===== src/uart_tx_ring_hex_expander_macros.svh =====
// Assertion macros shared by the transmit ring buffer RTL.
// Needs a clock named clock and a synchronous reset named reset in scope.
`ifndef UART_TX_RING_HEX_EXPANDER_MACROS_SVH
`define UART_TX_RING_HEX_EXPANDER_MACROS_SVH

// Same-cycle implication.
`define UTHX_ASSERT_NOW(lbl, ante, cons, msg) \
   lbl: assert property (@(posedge clock) disable iff (reset) (ante) |-> (cons)) \
      else $error(msg);

// Next-cycle implication.
`define UTHX_ASSERT_NEXT(lbl, ante, cons, msg) \
   lbl: assert property (@(posedge clock) disable iff (reset) (ante) |=> (cons)) \
      else $error(msg);

`endif


===== src/uthx_ram.sv =====
// Generic single-write, single-read synchronous RAM with registered read data.
// No dependencies.
module uthx_ram #(
   parameter int WIDTH = 9,
   parameter int DEPTH = 512,
   localparam int AW = $clog2(DEPTH)
) (
   input  logic             clock,
   input  logic             wr_en,
   input  logic [AW-1:0]    wr_addr,
   input  logic [WIDTH-1:0] wr_data,
   input  logic             rd_en,
   input  logic [AW-1:0]    rd_addr,
   output logic [WIDTH-1:0] rd_data
);

   logic [WIDTH-1:0] mem_ff [DEPTH];
   logic [WIDTH-1:0] rd_data_ff;

   always_ff @(posedge clock) begin
      if (wr_en) begin
         mem_ff[wr_addr] <= wr_data;
      end
      if (rd_en) begin
         rd_data_ff <= mem_ff[rd_addr];
      end
   end

   assign rd_data = rd_data_ff;

endmodule


===== config.mk =====
export PLATFORM = sky130hd
export DESIGN_NAME = uthx_ram
export DESIGN_NICKNAME = d
export VERILOG_FILES = /design/src/uart_tx_ring_hex_expander_macros.svh /design/src/uthx_ram.sv
export SDC_FILE = /design/constraint.sdc
export NUM_CORES = 2
export LEC_CHECK = 0
export BUFFER_PORTS_ARGS = -buffer_cell sky130_fd_sc_hd__buf_4
export CORE_UTILIZATION = 55
export DETAILED_ROUTE_END_ITERATION = 7
export PLACE_DENSITY = 0.81
export SLEW_MARGIN = 40
export SYNTH_ARGS = -nofsm -noshare
export SYNTH_HDL_FRONTEND = slang
export SYNTH_MEMORY_MAX_BITS = 65536
export SYNTH_SLANG_ARGS = --single-unit
export TNS_END_PERCENT = 50

===== constraint.sdc =====
create_clock -name clock -period 3.4 [get_ports clock]
set_input_delay 0.68 -clock clock [delete_from_list [all_inputs] [get_ports clock]]
set_output_delay 0.68 -clock clock [all_outputs]
set_load 0.02 [all_outputs]

==> impl_metrics.json <==
{
  "grt_pass1_vias": 101000,
  "die_x_um": 574,
  "yosys.area_share.adder": 0,
  "skew_ps": 113,
  "grt_use_total": 0.295,
  "busiest_layer": "met2",
  "synth-compound-area-share": 0.0430,
  "multi_input_area_um2": 38100,
  "worstPathCellList": "buf_8 -> buf_4 -> buf_12 -> buf_12 -> buf_4 -> mux4_2 -> mux4_2 -> a31oi_1 -> a221o_1 -> and4bb_1",
  "fmax_ghz": 0.326,
  "power.density_nw_per_um2": 564,
  "reg2reg_slack_ps": 570,
  "start_util": 0.554,
  "firstDrtPassIters": 6,
  "power_frac_clock": 0.408,
  "drtIter0Drc": 16600,
  "io_pins": 39,
  "ys_top_cells_by_area": "edfxtp_1 77%, mux4_2 9.4%, mux2i_1 4.9%",
  "power.switching_mw": 25.4,
  "post-cts-setup-buffer-count": 0,
  "synth_most_common_cell": "edfxtp_1",
  "placed_cell_area_um2": 194000,
  "critPathMaxFanout": 45,
  "wire_per_inst_um": 33.6,
  "clock-sinks": 4617,
  "critPathBufInv": 5,
  "tritoncts": "built",
  "r2r-start": "mem_ff[256][4]",
  "htreeDepth": 5,
  "synthXorXnorAreaFrac": 0,
  "yosys-top-cells-count": "4617 x edfxtp_1, 879 x mux2i_1, 747 x mux4_2, 601 x nor2_1, 425 x o221ai_1",
  "swShare": 0.217,
  "r2r-end": "rd_data[4]",
  "relSlewSlack": 0.294,
  "synthFlopType": "edfxtp_1",
  "path_clk_slew_ps": 60,
  "reg2reg_depth": 7,
  "layout-drive-gt1-share": 0.260,
  "fin_crit_ps": 3070,
  "drcViolationCount": 0,
  "yosys.cell_types.count": 50,
  "regArea_um2": 139000,
  "cts-root-buf": "clkbuf_16",
  "crit_family": "buffers and inverters",
  "worstHoldPathType": "in -> reg",
  "syn2layout_area_growth_pct": 15.5,
  "setup_viol": 0,
  "whs_ps": 76.5,
  "dp_hpwl_um": 295000,
  "p_int_mw": 91.6,
  "hold-path-cell-count": 1,
  "die_y_um": 574,
  "power_frac_seq": 0.536,
  "use_met2": 0.463,
  "yosysSeqAreaShare": 0.772,
  "yosys.area_share.simple": 0.0233,
  "wirelength_um": 493000,
  "muxShareOfSynthArea": 0.144,
  "grtUsageMet1": 0.377,
  "status": "finished, final reports clean",
  "endpoint_kind": "register",
  "grt_setup_unrepaired": "no",
  "overflow": 0,
  "syn_area_per_cell_um2": 20.2,
  "synth_top_family_by_area": "multiplexers",
  "ys_ff_latch": 4617,
  "cts_max_path_buffers": 4,
  "worst_slew_pin_slew_ps": 1060,
  "grt_pass1_wl_um": 705000,
  "endpoint": "rd_data[5]",
  "startpoint_type": "primary input",
  "critPathMaxStageDelay_ps": 540,
  "hold_viol": 0,
  "synth_top_area_cell": "edfxtp_1",
  "vias_per_cell": 6.87,
  "combPwrFrac": 0.056,
  "grt_max_degree": 152,
  "nNetsFinal": 10000,
  "synthArstFlopShare": 0,
  "fin_area_um2": 208000,
  "syn_nets": 8918,
  "critical_path_depth": 10,
  "maxCapViolations": 0,
  "synth-warning-count": 0,
  "nFillCells": 19600,
  "critPathKind": "in -> reg",
  "peakVddDrop_mv": 0.503,
  "cpMaxStageDelayCell": "mux4_2",
  "synth_edf_count": 4617,
  "row_count": 209,
  "die_area_um2": 329000,
  "num_vias": 101000,
  "synthCells": 8888,
  "clk_latency_ps": 1020,
  "antenna_found_initial": 29,
  "finalCritPeriodShare": 0.903,
  "cts_inserted_buffers": 428,
  "synth_top_area_frac": 0.772,
  "leakagePower_nw": 67.9,
  "arrival_ps": 3790,
  "port_buffers": 38,
  "core_um2": 325000,
  "synthesis.area_um2": 180000,
  "gp_congestion": 0.931,
  "worstPathRequired_ps": 4120,
  "grtUsageMet3": 0.0765,
  "crit_start": "rd_addr[1]",
  "slew_viol_final": 0,
  "final_antenna_net_count": 0
}
[power groups by stage]
| stage | logic (mW) | clock network, mW | registers, mW |
|---|---|---|---|
| CTS | 6.36 | 47.7 | 62.7 |
| global route | 6.66 | 49.8 | 62.7 |
| detailed placement | 6.23 | 0 | 63.9 |
| finish | 6.55 | 47.7 | 62.7 |
| global placement | 6.02 | 0 | 63.9 |
| floorplan | 3.01 | 0 | 63.9 |
[kinds of logic after synthesis]
family,count (synthesis)
AND/OR/NAND/NOR,960
AO/OA/AOI/OAI,1102
multiplexers,1643
flip-flops,4617
buffers and inverters,566
[worst min-delay path by stage]
stage | from | slack (ps) | endpoint
global placement | rd_en | 1010 | rd_data[5]
floorplan | wr_data[0] | 780 | mem_ff[0][0]
detailed placement | rd_en | 1010 | rd_data[0]
global route | wr_data[1] | 70 | mem_ff[368][1]
CTS | wr_data[1] | 50 | mem_ff[368][1]
finish | wr_data[1] | 80 | mem_ff[368][1]
[cell usage in the layout (no fill, tap or decap), types with 15 or more instances in the layout]
cell	count
o22ai_1	192
clkbuf_16	430
clkbuf_1	81
diode_2	21
nor4_1	27
o221ai_1	425
nor3_1	45
o21ai_0	128
o31ai_1	19
nand2_1	111
a21oi_1	217
clkinv_2	85
buf_4	1024
and2_1	17
nand4_1	66
bufinv_16	43
o21ai_1	17
a22oi_1	51
buf_12	184
nor2_2	72
mux4_2	747
nor2_1	529
a211oi_1	15
clkinv_1	110
nand3_1	21
mux2_2	17
edfxtp_1	4617
mux2i_1	879
[routing by layer]
layer,routed length (um),share of wire
met4,32800,0.067
met5,86,0.00017
met1,159000,0.32
met3,69000,0.14
met2,231000,0.47
[final cells by class]
| type | instances | share of cell area |
|---|---|---|
| Multi-Input combinational cell | 3705 | 0.183 |
| Antenna cell | 21 | 0.000253 |
| Clock buffer | 511 | 0.0533 |
| Sequential cell | 4617 | 0.668 |
| Tap cell | 4325 | 0.0261 |
| Clock inverter | 274 | 0.0130 |
| Timing Repair Buffer | 1223 | 0.0559 |
| Inverter | 4 | 0.000108 |
[worst reg2reg max path, stage by stage (launching register included)]
cell,delay (ps)
edfxtp_1,340
mux2i_1,80
o221ai_1,430
a21oi_1,220
nor4_1,400
and4_1,370
nand4_1,400
and4bb_1,430
[per-stage QoR]
| stage | setup slack, ps | total power, mW | TNS (ps) | std cells | utilization |
|---|---|---|---|---|---|
| 2_1_floorplan | 544 | 67.0 | 0 | 8888 | - |
| 3_3_place_gp | -370 | 69.9 | -2350 | 13900 | 0.596 |
| 3_5_place_dp | -474 | 70.2 | -2870 | 13900 | 0.597 |
| 6_report | 331 | 117 | 0 | 14700 | 0.640 |
| 4_1_cts | 456 | 117 | 0 | 14700 | 0.639 |
| 5_1_grt | 359 | 119 | 0 | 14700 | 0.640 |
[sequential cells by signal (all words and copies together), names as in the netlist]
register	count
mem_ff	4608
rd_data	9
[what timing repair did]
item	4_1_cts	5_1_grt
hold buffers	1	0
endpoints found under the setup margin	0	0
endpoints found under the hold margin	3	0
gates resized for setup	0	0
No activity file was read; power rests on OpenSTA's default activity.
